==> config.mk <==
export PLATFORM = sky130hd
export DESIGN_NAME = contact_gesture_classifier
export DESIGN_NICKNAME = d
export VERILOG_FILES = /design/src/hw/rtl/cgc_pkg.sv /design/src/hw/rtl/cgc_cfg.sv /design/src/hw/rtl/cgc_core.sv /design/src/hw/rtl/contact_gesture_classifier.sv
export SDC_FILE = /design/constraint.sdc
export NUM_CORES = 1
export LEC_CHECK = 0
export ABC_AREA = 0
export ABC_CLOCK_PERIOD_IN_PS = 14340
export BUFFER_PORTS_ARGS = -buffer_cell sky130_fd_sc_hd__buf_2
export CAP_MARGIN = 5
export CELL_PAD_IN_SITES_DETAIL_PLACEMENT = 0
export CELL_PAD_IN_SITES_GLOBAL_PLACEMENT = 2
export CORE_MARGIN = 2
export CORE_UTILIZATION = 41
export DETAILED_ROUTE_END_ITERATION = 8
export PLACE_DENSITY = 0.93
export SYNTH_ARGS = -nofsm -noshare
export SYNTH_HDL_FRONTEND = slang
export SYNTH_SLANG_ARGS = --single-unit
==> constraint.sdc <==
create_clock -name clk_i -period 14.34 [get_ports clk_i]
set_input_delay 2.868 -clock clk_i [delete_from_list [all_inputs] [get_ports clk_i]]
set_output_delay 2.868 -clock clk_i [all_outputs]
set_load 0.02 [all_outputs]
==> src/hw/rtl/cgc_pkg.sv <==
// Shared types and constants for the contact gesture classifier.
`timescale 1ns / 1ps
package cgc_pkg;

  localparam int unsigned LEVEL_BITS_DEF = 12;
  localparam int unsigned TIME_W         = 32;
  localparam int unsigned CFG_TIME_W     = 24;
  localparam int unsigned GOAL_W         = 8;
  localparam int unsigned CFG_DATA_W     = 24;
  localparam int unsigned CFG_IDX_W      = 3;
  localparam int unsigned CODE_W         = 3;

  localparam logic [TIME_W-1:0] ATTACK_GRACE_US = 32'd8000;

  localparam logic [CFG_TIME_W-1:0] RETRIGGER_GUARD_RST = 24'd60000;
  localparam logic [CFG_TIME_W-1:0] SCRAPE_WINDOW_RST   = 24'd40000;
  localparam logic [CFG_TIME_W-1:0] HARMONIC_HOLD_RST   = 24'd70000;
  localparam logic [CFG_TIME_W-1:0] MUTE_WINDOW_RST     = 24'd50000;
  localparam logic [CFG_TIME_W-1:0] WOBBLE_PERIOD_RST   = 24'd30000;
  localparam logic [GOAL_W-1:0]     FLIP_GOAL_RST       = 8'd4;

  typedef enum logic [CFG_IDX_W-1:0] {
    REG_CONTACT_ON    = 3'd0,
    REG_CONTACT_OFF   = 3'd1,
    REG_RETRIG_GUARD  = 3'd2,
    REG_SCRAPE_WINDOW = 3'd3,
    REG_HARMONIC_HOLD = 3'd4,
    REG_MUTE_WINDOW   = 3'd5,
    REG_WOBBLE_PERIOD = 3'd6,
    REG_FLIP_GOAL     = 3'd7
  } cfg_reg_e;

  typedef enum logic [CODE_W-1:0] {
    G_IDLE     = 3'd0,
    G_PLUCK    = 3'd1,
    G_BOW      = 3'd2,
    G_SCRAPE   = 3'd3,
    G_HARMONIC = 3'd4,
    G_MUTED    = 3'd5,
    G_TREMOLO  = 3'd6,
    G_VIBRATO  = 3'd7
  } gesture_e;

  typedef enum logic [1:0] {
    PH_RELEASED = 2'd0,
    PH_ATTACK   = 2'd1,
    PH_SUSTAIN  = 2'd2
  } phase_e;

  typedef struct packed {
    logic [CFG_TIME_W-1:0] retrigger_guard_us;
    logic [CFG_TIME_W-1:0] scrape_gap_us;
    logic [CFG_TIME_W-1:0] harm_dwell_us;
    logic [CFG_TIME_W-1:0] mute_gap_us;
    logic [CFG_TIME_W-1:0] wobble_period_us;
    logic [GOAL_W-1:0]     flip_goal;
  } cfg_time_t;

endpackage

==> src/hw/rtl/cgc_cfg.sv <==
// Configuration register file for the contact gesture classifier.
`timescale 1ns / 1ps
module cgc_cfg #(
  parameter int unsigned LEVEL_BITS = cgc_pkg::LEVEL_BITS_DEF
) (
  input  logic                           clk_i,
  input  logic                           rst_ni,
  input  logic                           cfg_we_i,
  input  logic [cgc_pkg::CFG_IDX_W-1:0]  cfg_idx_i,
  input  logic [cgc_pkg::CFG_DATA_W-1:0] cfg_wdata_i,
  output logic [LEVEL_BITS-1:0]          contact_on_level_o,
  output logic [LEVEL_BITS-1:0]          contact_off_level_o,
  output cgc_pkg::cfg_time_t             cfg_time_o
);
  import cgc_pkg::*;

  localparam int FullScale = (1 << LEVEL_BITS) - 1;
  localparam logic [LEVEL_BITS-1:0] OnRst  = LEVEL_BITS'((55 * FullScale) / 100);
  localparam logic [LEVEL_BITS-1:0] OffRst = LEVEL_BITS'((40 * FullScale) / 100);

  logic [LEVEL_BITS-1:0] on_q, on_d, off_q, off_d;
  cfg_time_t             time_q, time_d;

  always_comb begin
    on_d   = on_q;
    off_d  = off_q;
    time_d = time_q;
    if (cfg_we_i) begin
      case (cfg_reg_e'(cfg_idx_i))
        REG_CONTACT_ON:    on_d = cfg_wdata_i[LEVEL_BITS-1:0];
        REG_CONTACT_OFF:   off_d = cfg_wdata_i[LEVEL_BITS-1:0];
        REG_RETRIG_GUARD:  time_d.retrigger_guard_us = cfg_wdata_i[CFG_TIME_W-1:0];
        REG_SCRAPE_WINDOW: time_d.scrape_gap_us = cfg_wdata_i[CFG_TIME_W-1:0];
        REG_HARMONIC_HOLD: time_d.harm_dwell_us = cfg_wdata_i[CFG_TIME_W-1:0];
        REG_MUTE_WINDOW:   time_d.mute_gap_us = cfg_wdata_i[CFG_TIME_W-1:0];
        REG_WOBBLE_PERIOD: time_d.wobble_period_us = cfg_wdata_i[CFG_TIME_W-1:0];
        REG_FLIP_GOAL:     time_d.flip_goal = cfg_wdata_i[GOAL_W-1:0];
        default: begin
        end
      endcase
    end
  end

  always_ff @(posedge clk_i or negedge rst_ni) begin
    if (!rst_ni) begin
      on_q                      <= OnRst;
      off_q                     <= OffRst;
      time_q.retrigger_guard_us <= RETRIGGER_GUARD_RST;
      time_q.scrape_gap_us      <= SCRAPE_WINDOW_RST;
      time_q.harm_dwell_us      <= HARMONIC_HOLD_RST;
      time_q.mute_gap_us        <= MUTE_WINDOW_RST;
      time_q.wobble_period_us   <= WOBBLE_PERIOD_RST;
      time_q.flip_goal          <= FLIP_GOAL_RST;
    end else begin
      on_q   <= on_d;
      off_q  <= off_d;
      time_q <= time_d;
    end
  end

  assign contact_on_level_o  = on_q;
  assign contact_off_level_o = off_q;
  assign cfg_time_o          = time_q;

endmodule

==> src/hw/rtl/cgc_core.sv <==
// Contact tracking state and per-sample gesture decision.
`timescale 1ns / 1ps
module cgc_core #(
  parameter int unsigned LEVEL_BITS = cgc_pkg::LEVEL_BITS_DEF
) (
  input  logic                       clk_i,
  input  logic                       rst_ni,
  input  logic                       step_i,
  input  logic [LEVEL_BITS-1:0]      level_i,
  input  logic [cgc_pkg::TIME_W-1:0] time_i,
  input  logic [LEVEL_BITS-1:0]      contact_on_level_i,
  input  logic [LEVEL_BITS-1:0]      contact_off_level_i,
  input  cgc_pkg::cfg_time_t         cfg_time_i,
  output cgc_pkg::gesture_e          gesture_o
);
  import cgc_pkg::*;

  localparam int FullScale = (1 << LEVEL_BITS) - 1;
  localparam logic [LEVEL_BITS-1:0] HarmPeakMin  = LEVEL_BITS'((35 * FullScale + 99) / 100);
  localparam logic [LEVEL_BITS-1:0] HarmPeakMax  = LEVEL_BITS'((65 * FullScale) / 100);
  localparam logic [LEVEL_BITS-1:0] HarmStillMax = LEVEL_BITS'((5 * FullScale) / 100);
  localparam logic [LEVEL_BITS-1:0] MutePeakMax  = LEVEL_BITS'((25 * FullScale) / 100);
  localparam logic [LEVEL_BITS-1:0] MuteRelMax   = LEVEL_BITS'((15 * FullScale) / 100);
  localparam logic [LEVEL_BITS-1:0] FlipSwingMin = LEVEL_BITS'((6 * FullScale + 99) / 100);
  localparam logic [LEVEL_BITS-1:0] VibDepthMin  = LEVEL_BITS'((15 * FullScale + 99) / 100);
  localparam logic [GOAL_W-1:0]     FlipMax      = '1;

  logic                  contact_q, contact_d;
  logic [TIME_W-1:0]     onset_time_q, onset_time_d;
  logic [TIME_W-1:0]     start_q, start_d;
  logic [LEVEL_BITS-1:0] peak_q, peak_d;
  logic [LEVEL_BITS-1:0] prev_q, prev_d;
  logic [LEVEL_BITS-1:0] low_q, low_d;
  logic [LEVEL_BITS-1:0] high_q, high_d;
  logic [GOAL_W-1:0]     flips_q, flips_d;
  logic [TIME_W-1:0]     flip_time_q, flip_time_d;
  logic                  rising_q, rising_d;
  logic                  harm_done_q, harm_done_d;
  logic                  mod_done_q, mod_done_d;
  logic                  mute_q, mute_d;
  phase_e                phase_q, phase_d;

  logic                  touch_on, onset, released, rising;
  logic [LEVEL_BITS-1:0] swing, depth;
  logic [TIME_W-1:0]     gap, held;
  logic                  band;
  gesture_e              gesture;

  always_comb begin
    touch_on     = contact_q | (level_i >= contact_on_level_i);
    contact_d    = touch_on & ~(level_i <= contact_off_level_i);
    onset        = contact_d & ~contact_q;
    released     = contact_q & ~contact_d;

    onset_time_d = onset_time_q;
    start_d      = onset ? time_i : start_q;
    peak_d       = onset ? level_i : peak_q;
    low_d        = onset ? level_i : low_q;
    high_d       = onset ? level_i : high_q;
    flips_d      = onset ? '0 : flips_q;
    flip_time_d  = onset ? time_i : flip_time_q;
    rising_d     = onset ? 1'b1 : rising_q;
    harm_done_d  = onset ? 1'b0 : harm_done_q;
    mod_done_d   = onset ? 1'b0 : mod_done_q;
    mute_d       = onset ? 1'b0 : mute_q;
    phase_d      = onset ? PH_ATTACK : phase_q;

    held = time_i - start_d;
    if (contact_d) begin
      if (level_i > peak_d) peak_d = level_i;
      if (level_i < low_d) low_d = level_i;
      if (level_i > high_d) high_d = level_i;
      if (phase_d == PH_ATTACK && held > ATTACK_GRACE_US) phase_d = PH_SUSTAIN;
    end

    rising = level_i >= prev_q;
    swing  = rising ? level_i - prev_q : prev_q - level_i;
    if (swing >= FlipSwingMin && phase_d == PH_SUSTAIN && rising != rising_d) begin
      if ((time_i - flip_time_d) <= TIME_W'(cfg_time_i.wobble_period_us)) begin
        if (flips_d != FlipMax) flips_d = flips_d + 1'b1;
      end else begin
        flips_d = GOAL_W'(1);
      end
      flip_time_d = time_i;
      rising_d    = rising;
    end
    prev_d = level_i;

    gap     = time_i - onset_time_q;
    band    = (peak_d >= HarmPeakMin) && (peak_d <= HarmPeakMax);
    depth   = (high_d >= low_d) ? high_d - low_d : '0;
    gesture = G_IDLE;
    if (onset) begin
      if (gap >= TIME_W'(cfg_time_i.retrigger_guard_us)) begin
        gesture      = (gap < TIME_W'(cfg_time_i.scrape_gap_us)) ? G_SCRAPE : G_PLUCK;
        onset_time_d = time_i;
      end
    end else if (contact_d) begin
      if (!harm_done_d && band && depth <= HarmStillMax &&
          held > TIME_W'(cfg_time_i.harm_dwell_us)) begin
        harm_done_d = 1'b1;
        gesture     = G_HARMONIC;
      end else if (!mod_done_d && flips_d >= cfg_time_i.flip_goal) begin
        mod_done_d = 1'b1;
        gesture    = (depth >= VibDepthMin) ? G_VIBRATO : G_TREMOLO;
      end else begin
        gesture = G_BOW;
      end
      if (peak_d <= MutePeakMax && level_i <= MuteRelMax) mute_d = 1'b1;
    end else if (released) begin
      phase_d = PH_RELEASED;
      if (held <= TIME_W'(cfg_time_i.mute_gap_us) || mute_d) gesture = G_MUTED;
    end
  end

  always_ff @(posedge clk_i or negedge rst_ni) begin
    if (!rst_ni) begin
      contact_q    <= 1'b0;
      onset_time_q <= '0;
      start_q      <= '0;
      peak_q       <= '0;
      prev_q       <= '0;
      low_q        <= '1;
      high_q       <= '0;
      flips_q      <= '0;
      flip_time_q  <= '0;
      rising_q     <= 1'b1;
      harm_done_q  <= 1'b0;
      mod_done_q   <= 1'b0;
      mute_q       <= 1'b0;
      phase_q      <= PH_RELEASED;
    end else if (step_i) begin
      contact_q    <= contact_d;
      onset_time_q <= onset_time_d;
      start_q      <= start_d;
      peak_q       <= peak_d;
      prev_q       <= prev_d;
      low_q        <= low_d;
      high_q       <= high_d;
      flips_q      <= flips_d;
      flip_time_q  <= flip_time_d;
      rising_q     <= rising_d;
      harm_done_q  <= harm_done_d;
      mod_done_q   <= mod_done_d;
      mute_q       <= mute_d;
      phase_q      <= phase_d;
    end
  end

  assign gesture_o = gesture;

endmodule

==> src/hw/rtl/contact_gesture_classifier.sv <==
// Contact gesture classifier: one gesture code per sensor sample.
// Path from sample transaction to gesture valid: input register, then result register.
// Throughput: one sample per cycle without stalls; the whole step sits between the two registers.
// Output stalls back-pressure the input stage only once both registers are full.
// Reset clears contact tracking and both pipeline stages and loads the default thresholds.
`timescale 1ns / 1ps
module contact_gesture_classifier #(
  parameter int unsigned LEVEL_BITS = cgc_pkg::LEVEL_BITS_DEF
) (
  input  logic                           clk_i,
  input  logic                           rst_ni,
  input  logic                           sample_valid_i,
  output logic                           sample_ready_o,
  input  logic [LEVEL_BITS-1:0]          sample_level_i,
  input  logic [cgc_pkg::TIME_W-1:0]     sample_time_us_i,
  output logic                           gesture_valid_o,
  input  logic                           gesture_ready_i,
  output logic [cgc_pkg::CODE_W-1:0]     gesture_code_o,
  input  logic                           cfg_we_i,
  input  logic [cgc_pkg::CFG_IDX_W-1:0]  cfg_idx_i,
  input  logic [cgc_pkg::CFG_DATA_W-1:0] cfg_wdata_i
);
  import cgc_pkg::*;

  logic                  in_valid_q, in_valid_d;
  logic [LEVEL_BITS-1:0] level_q;
  logic [TIME_W-1:0]     time_q;
  logic                  out_valid_q, out_valid_d;
  gesture_e              code_q;
  logic                  advance, take;
  logic [LEVEL_BITS-1:0] on_level, off_level;
  cfg_time_t             cfg_time;
  gesture_e              gesture;

  cgc_cfg #(
    .LEVEL_BITS(LEVEL_BITS)
  ) u_cfg (
    .clk_i              (clk_i),
    .rst_ni             (rst_ni),
    .cfg_we_i           (cfg_we_i),
    .cfg_idx_i          (cfg_idx_i),
    .cfg_wdata_i        (cfg_wdata_i),
    .contact_on_level_o (on_level),
    .contact_off_level_o(off_level),
    .cfg_time_o         (cfg_time)
  );

  cgc_core #(
    .LEVEL_BITS(LEVEL_BITS)
  ) u_core (
    .clk_i              (clk_i),
    .rst_ni             (rst_ni),
    .step_i             (advance),
    .level_i            (level_q),
    .time_i             (time_q),
    .contact_on_level_i (on_level),
    .contact_off_level_i(off_level),
    .cfg_time_i         (cfg_time),
    .gesture_o          (gesture)
  );

  assign advance        = in_valid_q & (~out_valid_q | gesture_ready_i);
  assign sample_ready_o = ~in_valid_q | advance;
  assign take           = sample_valid_i & sample_ready_o;

  always_comb begin
    in_valid_d  = take | (in_valid_q & ~advance);
    out_valid_d = advance | (out_valid_q & ~gesture_ready_i);
  end

  always_ff @(posedge clk_i or negedge rst_ni) begin
    if (!rst_ni) begin
      in_valid_q  <= 1'b0;
      out_valid_q <= 1'b0;
    end else begin
      in_valid_q  <= in_valid_d;
      out_valid_q <= out_valid_d;
    end
  end

  always_ff @(posedge clk_i) begin
    if (take) begin
      level_q <= sample_level_i;
      time_q  <= sample_time_us_i;
    end
    if (advance) begin
      code_q <= gesture;
    end
  end

  assign gesture_valid_o = out_valid_q;
  assign gesture_code_o  = code_q;

endmodule
Word-level counts from Yosys, hierarchy flattened
Index checks and enable logic that the tools add are counted.

Logic and storage cells: 155. Register bits after elaboration: 360. Input port bits: 76. Output and inout port bits: 5.

Equal/unequal tests: 11. Bitwise operators: 19. $lt $le $gt $ge: 21. Muxes and demuxes: 48. Reductions and logical operators: 22. Add/sub/neg operators: 7.

Operators by type and width (count): $mux W12 (11); $mux W32 (3); $sub A32 B32 Y32 (3); $le A32 B24 Y1 (2); $ge A12 B12 Y1 (3); $sub A12 B12 Y12 (3); $ge A32 B24 Y1 (1); $gt A32 B13 Y1 const B (1); $gt A32 B24 Y1 (1); $lt A32 B24 Y1 (1); $mux W8 (4); $gt A12 B12 Y1 (2); $le A12 B10 Y1 const B (2); $mux W3 (7); $mux W1 (16); $reduce_and A2 Y1 (8); $mux W2 (7); $eq A3 B3 Y1 const B (4); $ge A12 B10 Y1 const B (1); $ge A12 B11 Y1 const B (1); $ge A12 B8 Y1 const B (1); $le A12 B12 Y1 (1); $le A12 B12 Y1 const B (1); $le A12 B8 Y1 const B (1); other kinds (17) (43).

Longest topological paths before layout
Gate-level depths: netlist of run 1.

Depth in word-level cells: 20. Gate-level depth with buffers: 55.

By module
Synthesis of run 1 repeated with hierarchy kept, for this count alone.

Cells, all modules: 2790. Area, all modules: 27015.9 µm².

By module, submodules not included: cgc_core (sequential area each 3995.1 µm², cells each 2405, instances 1, area an instance 19453.7 µm²); cgc_cfg (sequential area each 3857.4 µm², cells each 330, instances 1, area an instance 6047.0 µm²); contact_gesture_classifier (sequential area each 1461.4 µm², cells each 55, instances 1, area an instance 1515.2 µm²).

Worst setup path before layout of run 1
No wires, ideal clock.

Path kind: register to register. Start point: register level_q[6]. End point: register code_q[0] (netlist: gesture_code_o[0]) (data pin). Path slack: 3.322 ns. Data required time: 14.073 ns. Period minus slack after synthesis: 11.018 ns. Setup time: 0.267 ns. Arrival time: 10.751 ns. Stages on the path, launching flop included: 54. Cells stage by stage: edfxtp_1 -> ha_1 -> a21o_1 -> a2111oi_1 -> nor3_1 -> o31a_1 -> nand2_2 -> buf_1 -> clkbuf_1 -> clkbuf_1 -> clkbuf_1 -> clkbuf_1 -> clkbuf_1 -> mux2i_1 -> ha_1 -> a21o_1 -> a21oi_1 -> o21ai_0 -> (+18 left out) -> or4_1 -> clkbuf_1 -> nor4_1 -> a211o_1 -> ha_1 -> nand2b_1 -> a21o_1 -> a21o_1 -> a21o_1 -> a21oi_1 -> nor2b_1 -> o21ai_0 -> nand2b_1 -> a21oi_1 -> a21oi_1 -> nor3b_1 -> o21ai_0 -> a21oi_1.

Cells in the longest elaborated chain, start to end: 20. Elaborated cells on any way between the ends: 75. Classes of those cells: add/sub (6); order compare (17); eq/ne (4); mux (31); bitwise (6); reduce/logical (11).

Ends and longest elaborated chain: from (decl) (RTL line contact_gesture_classifier.sv:26) `logic [LEVEL_BITS-1:0] level_q;`; from (signal assigned) (RTL line contact_gesture_classifier.sv:83) `level_q <= sample_level_i;`; $ge A12 B12 Y1 / $le A12 B12 Y1 (equally long branches) (RTL line cgc_core.sv:50, cgc_core.sv:51); $or A1 B1 Y1 / $not A1 Y1 (equally long branches) (RTL line cgc_core.sv:50, cgc_core.sv:51); $and A1 B1 Y1 (RTL line cgc_core.sv:51) `contact_d = touch_on & ~(level_i <= contact_off_level_i);`; $and A1 B1 Y1 (RTL line cgc_core.sv:52) `onset = contact_d & ~contact_q;`; $mux W32 (RTL line cgc_core.sv:56) `start_d = onset ? time_i : start_q;`; $sub A32 B32 Y32 (RTL line cgc_core.sv:68) `held = time_i - start_d;`; $gt A32 B13 Y1 (RTL line cgc_core.sv:73) `if (phase_d == PH_ATTACK && held > ATTACK_GRACE_US) phase_d = PH_SUSTAIN;`; $logic_and A1 B1 Y1 (RTL line cgc_core.sv:73); (+5 left out); $mux W8 (RTL line cgc_core.sv:78) `if (swing >= FlipSwingMin && phase_d == PH_SUSTAIN && rising != rising_d) begin`; $ge A8 B8 Y1 (RTL line cgc_core.sv:103) `end else if (!mod_done_d && flips_d >= cfg_time_i.flip_goal) begin`; $logic_and A1 B1 Y1 (RTL line cgc_core.sv:103); $mux W3 (RTL line cgc_core.sv:103); $mux W3 (RTL line cgc_core.sv:99) `if (!harm_done_d && band && depth <= HarmStillMax &&`; $mux W3 (RTL line cgc_core.sv:98) `end else if (contact_d) begin`; $mux W3 * (RTL line cgc_core.sv:93) `if (onset) begin`; net gesture[0] (RTL line contact_gesture_classifier.sv:33) `gesture_e gesture;`; to (signal assigned) (RTL line contact_gesture_classifier.sv:87) `code_q <= gesture;`; to (decl) (RTL line contact_gesture_classifier.sv:29) `gesture_e code_q;`.

Mark *: on every way through the listed nets, which the timed path passes. The rest lies on a longest branch. A chain may end at the register's enable or synchronous reset.

Final worst setup path of run 1
Same ends and word-level chain as after synthesis.

==> impl_metrics.yaml, run 1 <==
synth:
  synthCells: 2957
  ys.warnings.count: 0
  synth_top_area_frac: 0.239
  synthTopCellsByArea: "dfrtp_1 24%, ha_1 14%, dfstp_2 5.5%"
  avgSynthCellArea_sq_um: 9.10
  synthesis.nets: 3350
  yosysSeqAreaShare: 0.346
  synth_edf_count: 47
  async_reset_ff_frac: 0.869
  yosysTopAreaCell: "dfrtp_1"
  synth_area_sq_mm: 0.0269
  synthFlopType: "dfrtp_1"
  ys_seq_elements: 360
  synth.distinct_cells: 88
drt:
  drcViolationCount: 0
  initialDrtViolationCount: 1434
  postRouteAntennaNets: 0
  viasPerCell: 5.76
  wl_per_cell_um: 20.5
  detail_route.wirelength_um: 79600
  dr_total_vias: 22400
  drtPass1Iterations: 8
sta:
  fmax_ghz: 0.0963
  slew_violations: 0
  tns_ns: 0
  min_period_ns: 10.38
  fin_ws_ns: 3.96
  whs_ns: 0.477
  grt_setup_unrepaired: "no"
  finalCritPeriodShare: 0.724
  relSlewSlack: 0.352
  tightest_slew_ns: 0.971
  finalHoldViolCount: 0
  finalSetupViolations: 0
  finClkSkew_ns: 0.0155
global_routing:
  grt_max_degree: 165
  first_global_vias: 22600
  grt_pass1_wl_um: 126000
  antenna_found_initial: 4
  gr-usage-all-layers: 0.235
  gr-total-overflow: 0
cells_and_area:
  seq_area_sq_mm: 0.00931
  nNetsFinal: 3396
  stdcell_area_sq_mm: 0.0296
  multiInputGateArea_sq_mm: 0.0163
  drive_gt1_frac: 0.136
  syn_to_final_growth_pct: 10.1
  utilization: 0.458
  antennaDiodeCount: 0
  fillers: 6242
worst_hold_path:
  holdCritPathClass: "flip-flop to flip-flop"
  holdCritStartpoint: "u_core.start_q[7]"
  hold_path_depth: 2
  whs_endpoint: "u_core.start_q[7]"
die:
  rows: 93
  dieWidth_um: 260
  die_h_um: 260
  ioPinCount: 81
  die-area_sq_mm: 0.0677
  start_util: 0.416
  design.core.area_sq_mm: 0.0647
placed_design:
  port_buffers: 80
  postPlaceCellArea_sq_mm: 0.0282
  place_congestion: 0.905
  dp_slack_ns: 4.03
  dpl.hpwl_um: 58900
critical_path:
  slowest_stage: "or4_1"
  reg2regPathDepth: 44
  cp-start-kind: "flip-flop"
  rrSetupSlack_ns: 3.96
  crit_path_max_incr_delay_ns: 0.72
  worstReg2RegStart: "level_q[6]"
  criticalPathCategory: "flip-flop to flip-flop"
  worstPathRequired_ns: 14.66
  worstPathArrival_ns: 10.70
  crit_path_frequent_cell: "a21oi_1"
  endpoint_kind: "flip-flop"
  worstPathMaxFanout: 21
  timing.rr.end: "gesture_code_o[0]"
clocking:
  clk_path_buf_depth: 3
  post_cts_buffers: 0
  cts-resized-gates: 0
  cts.sinks: 360
  numCtsBuffers: 43
  hold_buffers: 0
  path_clk_slew_ns: 0.06
  cts_tree: "yes"
  clkLatencyLatePin_ns: 0.59
  cts_root_buffer: "clkbuf_16"
  cts.htree.levels: 2
flow_run:
  maxCapViolations: 0
pwr:
  power_density_mw_per_mm2: 242
  ir_worst_vdd_uv: 133
  leakagePower_nw: 13.8
status:
  outcome: "finished, final reports clean"
## flip-flops by register name, indices dropped and copies added, names as in the netlist, 2 cells and up
| signal | count |
|---|---|
| u_cfg.cfg_time_o | 128 |
| time_q | 32 |
| u_core.flip_time_q | 32 |
| u_core.onset_time_q | 32 |
| u_core.start_q | 32 |
| level_q | 12 |
| u_cfg.contact_off_level_o | 12 |
| u_cfg.contact_on_level_o | 12 |
| u_core.high_q | 12 |
| u_core.low_q | 12 |
| u_core.peak_q | 12 |
| u_core.prev_q | 12 |
| u_core.flips_q | 8 |
| gesture_code_o | 3 |
| u_core.phase_q | 2 |
## layout make-up
cell class	count	area share
inverter	251	0.0318
multi-input combinational	2239	0.549
clock buffer	62	0.0417
clock inverter	17	0.00621
sequential	360	0.314
timing repair buffer	108	0.0214
tap	855	0.0361
## placed cells by master (no fill, tap or decap), drive strengths merged, types with 8 or more instances in the layout
cell / n
dfstp: 56
o22ai: 8
nor2: 129
a21o: 108
and3: 12
nand2: 356
or3: 9
o21ai: 244
xor2: 40
clkinv: 9
inv: 254
mux2i: 70
edfxtp: 47
nor3: 41
a31oi: 17
a211o: 9
ha: 311
nand4: 45
o31ai: 18
nor3b: 8
a21boi: 11
o21bai: 16
buf: 108
nor2b: 36
and2: 23
clkbuf: 62
nand2b: 38
o21a: 48
mux2: 139
nand3: 74
a211oi: 20
a21oi: 184
a31o: 9
o211ai: 32
o2111a: 8
xnor2: 40
dfrtp: 257
## cell families (layout without fill, tap and decap cells)
family / after synthesis / count (layout) / synth area share
compound gates: 816 / 816 / 0.196
xor+xnor: 80 / 80 / 0.0260
fa+ha+maj: 319 / 319 / 0.150
buf+inv: 358 / 438 / 0.0514
flops: 360 / 360 / 0.346
mux: 209 / 209 / 0.0882
simple gates: 815 / 815 / 0.142
## synth_stat cells, types with 9 or more instances
cell type / n
nand2_1: 355
ha_1: 311
dfrtp_1: 257
inv_1: 251
o21ai_0: 239
a21oi_1: 181
nor2_1: 129
mux2_2: 110
a21o_1: 108
clkbuf_1: 92
nand3_1: 74
mux2i_1: 70
dfstp_2: 56
o21a_1: 48
edfxtp_1: 47
nand4_1: 45
nor3_1: 41
xnor2_1: 40
xor2_1: 40
nand2b_1: 38
nor2b_1: 36
o211ai_1: 32
mux2_4: 29
and2_1: 21
a211oi_1: 20
a31oi_1: 17
o21bai_1: 16
o31ai_1: 16
and3_1: 12
a21boi_0: 11
a211o_1: 9
a31o_2: 9
or3_1: 9
## power by group
| group | internal, mW | total [mW] | switching [mW] |
|---|---|---|---|
| Sequential | 1.37 | 1.54 | 0.175 |
| Combinational | 1.90 | 4.50 | 2.60 |
| Clock | 0.656 | 1.12 | 0.466 |
## layer usage
layer	global-route usage	share of wire	vias to the layer above
met1	0.305	0.44	11000
li1	-	-	10700
met3	0.0291	0.045	134
met4	0.0744	0.030	0
met2	0.406	0.48	574
met5	0	0	-
## metrics by stage
step                power (mW)  std cells
CTS                       7.17       3892
detailed placement        6.00       3813
global route              7.81       3892
global placement          5.91       3813
floorplan                 4.86       2957
finish                    7.16       3892
## worst max-delay path: cells and delay by family (launching register included)
family                   cells  cell delay [ns]
adder cells (fa/ha/maj)      4             1.22
AND/OR/NAND/NOR             11             2.45
multiplexers                 1             0.23
flip-flops                   1             0.59
XOR/XNOR                     1             0.15
AO/OA/AOI/OAI               27             5.45
## worst max-delay path by stage
stage	from	to	slack (ns)	depth (start not counted)
CTS	level_q[6]	gesture_code_o[0]	3.99	44
finish	level_q[6]	gesture_code_o[0]	3.96	44
floorplan	level_q[6]	gesture_code_o[0]	3.32	53
detailed placement	level_q[6]	gesture_code_o[0]	4.03	44
global placement	level_q[6]	gesture_code_o[0]	4.04	44
global route	level_q[6]	gesture_code_o[0]	3.17	44
Note: power is estimated with default switching activity, not from simulation.
==> run 2: changes to the inputs <==
--- a/config.mk
+++ b/config.mk
@@ -6,15 +6,15 @@
 export NUM_CORES = 1
 export LEC_CHECK = 0
 export ABC_AREA = 0
-export ABC_CLOCK_PERIOD_IN_PS = 14340
+export ABC_CLOCK_PERIOD_IN_PS = 8800
 export BUFFER_PORTS_ARGS = -buffer_cell sky130_fd_sc_hd__buf_2
 export CAP_MARGIN = 5
 export CELL_PAD_IN_SITES_DETAIL_PLACEMENT = 0
 export CELL_PAD_IN_SITES_GLOBAL_PLACEMENT = 2
 export CORE_MARGIN = 2
-export CORE_UTILIZATION = 41
+export CORE_UTILIZATION = 37
 export DETAILED_ROUTE_END_ITERATION = 8
-export PLACE_DENSITY = 0.93
+export PLACE_DENSITY = 0.89
 export SYNTH_ARGS = -nofsm -noshare
 export SYNTH_HDL_FRONTEND = slang
 export SYNTH_SLANG_ARGS = --single-unit
==> constraint.sdc (replaced) <==
create_clock -name clk_i -period 8.8 [get_ports clk_i]
set_input_delay 1.76 -clock clk_i [delete_from_list [all_inputs] [get_ports clk_i]]
set_output_delay 1.76 -clock clk_i [all_outputs]
set_load 0.02 [all_outputs]
==> run 2 against run 1 <==
  * Critical endpoint unchanged
  * Clock skew rose by 0.042 ns
  * Via count rose by 1.6%
  * Register-to-register slack got worse by 4.1 ns
  * Sequential cell count did not move
  * Largest power group unchanged
  * Final area rose by 5.2%
  * Fmax rose by 17%
  * Clock power rose by 74%
  * Total power rose by 72%
  * Die area rose by 11%
  * Worst setup slack got worse by 4.1 ns
  * Sequential power rose by 63%
  * The flow now finishes with violations (setup timing)
==> impl_metrics.yaml, run 2 (synthesized netlist as in run 1, its figures left out) <==
status:
  outcome: "finished with violations"
  violations: "setup timing"
critical_path:
  endpoint_kind: "flip-flop"
  slowest_stage: "or4_4"
  worstPathMaxFanout: 7
  criticalPathCategory: "flip-flop to flip-flop"
  worstPathArrival_ns: 9.20
  cp-start-kind: "flip-flop"
  crit_path_max_incr_delay_ns: 0.52
  worstPathRequired_ns: 9.09
  crit_path_frequent_cell: "a21oi_2"
die:
  design.core.area_sq_mm: 0.0717
  die_h_um: 274
  ioPinCount: 81
  rows: 98
  dieWidth_um: 274
  start_util: 0.375
  die-area_sq_mm: 0.0749
placed_design:
  place_congestion: 0.952
  dp_slack_ns: -0.336
  port_buffers: 80
  placedCellCount: 4011
  postPlaceCellArea_sq_mm: 0.0292
  dpl.hpwl_um: 60700
cells_and_area:
  antennaDiodeCount: 0
  stdcell_area_sq_mm: 0.0312
  largest_reg_flops: 128
  layout_common_cells: "351 x nand2_1, 305 x ha_1, 257 x dfrtp_1"
  nNetsFinal: 3520
  layout_commonest_cell: "nand2_1"
  fin_cells: 4115
  syn_to_final_growth_pct: 15.8
  drive_gt1_frac: 0.185
global_routing:
  grt_max_degree: 124
  gr-total-overflow: 0
  gr-usage-all-layers: 0.211
  grt_pass1_wl_um: 126000
  antenna_found_initial: 1
  first_global_vias: 22200
sta:
  min_period_ns: 8.91
  fmax_ghz: 0.112
  finalHoldViolCount: 0
  finalCritPeriodShare: 1.01
  slew_violations: 0
  grt_setup_unrepaired: "yes"
  tns_ns: -0.108
  finalSetupViolations: 1
  fin_ws_ns: -0.108
  relSlewSlack: 0.394
  tightest_slew_ns: 0.909
  finClkSkew_ns: 0.0577
clocking:
  numCtsBuffers: 46
  clk_path_buf_depth: 3
  cts_tree: "yes"
  hold_buffers: 0
  cts.htree.levels: 2
  clkLatencyLatePin_ns: 0.60
  cts_root_buffer: "clkbuf_16"
  path_clk_slew_ns: 0.06
  cts.sinks: 360
drt:
  detail_route.wirelength_um: 80900
  dr_total_vias: 22800
  viasPerCell: 5.54
  initialDrtViolationCount: 1628
  postRouteAntennaNets: 0
  drtPass1Iterations: 7
  drcViolationCount: 0
  wl_per_cell_um: 19.7
flow_run:
  maxCapViolations: 0
pwr:
  finalPower_mw: 12.3
  ir_worst_vdd_uv: 171
  leakagePower_nw: 14.5
  power_density_mw_per_mm2: 395
worst_hold_path:
  holdCritPathClass: "flip-flop to flip-flop"
-- run 2: layer usage --
metal  up-vias  routed length (um)  global-route usage
met5         -                  13                   0
met2       552               36200               0.331
li1      11000                   -                   -
met1     11200               38800               0.303
met3       106                3830              0.0289
met4         2                1980              0.0585
-- run 2: what timing repair did --
action / in CTS / in global routing
resized for setup: 19 / 33
gates cloned: 0 / 1
setup buffers: 5 / 12
setup endpoints to repair: 3 / 4
pin swaps: 7 / 8
-- run 2: critical path: cells and delay by family (launching register included) --
kind,cells,cell delay (ns)
AO/OA/AOI/OAI,25,4.39
buffers and inverters,1,0.13
flip-flops,1,0.49
AND/OR/NAND/NOR,11,2.03
XOR/XNOR,1,0.15
adder cells (fa/ha/maj),4,1.19
multiplexers,1,0.18
-- run 2: cell type report --
class | count | area (sq um)
fillers | 6943 | 40600
multi-input cells | 2239 | 16600
flip-flops and latches | 360 | 9310
repair buffers | 229 | 1600
clock buffers | 57 | 1240
well taps | 950 | 1190
inverters | 251 | 942
clock inverters | 29 | 314
-- run 2: stage by stage --
step | hold WS (ns) | util
2_1_floorplan | 0.439 | -
3_3_place_gp | 0.453 | 0.407
3_5_place_dp | 0.456 | 0.407
4_1_cts | 0.472 | 0.430
5_1_grt | 0.499 | 0.435
6_report | 0.470 | 0.435
-- run 2: final timing paths --
check | end | slack (ns) | start | cells past startpoint
max | gesture_code_o[0] | -0.11 | level_q[5] | 43
min | u_core.peak_q[9] | 0.47 | u_core.peak_q[9] | 2
max reg2reg | gesture_code_o[0] | -0.11 | level_q[5] | 43
min reg2reg | u_core.peak_q[9] | 0.47 | u_core.peak_q[9] | 2
max in group asynchronous | u_cfg.cfg_time_o[77] | 6.29 | rst_ni | 2
min in group asynchronous | u_core.high_q[2] | 1.11 | rst_ni | 1
-- run 2: power breakdown --
| group | switching [mW] | internal, mW | leakage [nW] |
|---|---|---|---|
| sequential | 0.276 | 2.23 | 4.18 |
| clock | 0.794 | 1.16 | 0.767 |
| combinational | 4.40 | 3.47 | 9.57 |
| total | 5.47 | 6.86 | 14.5 |
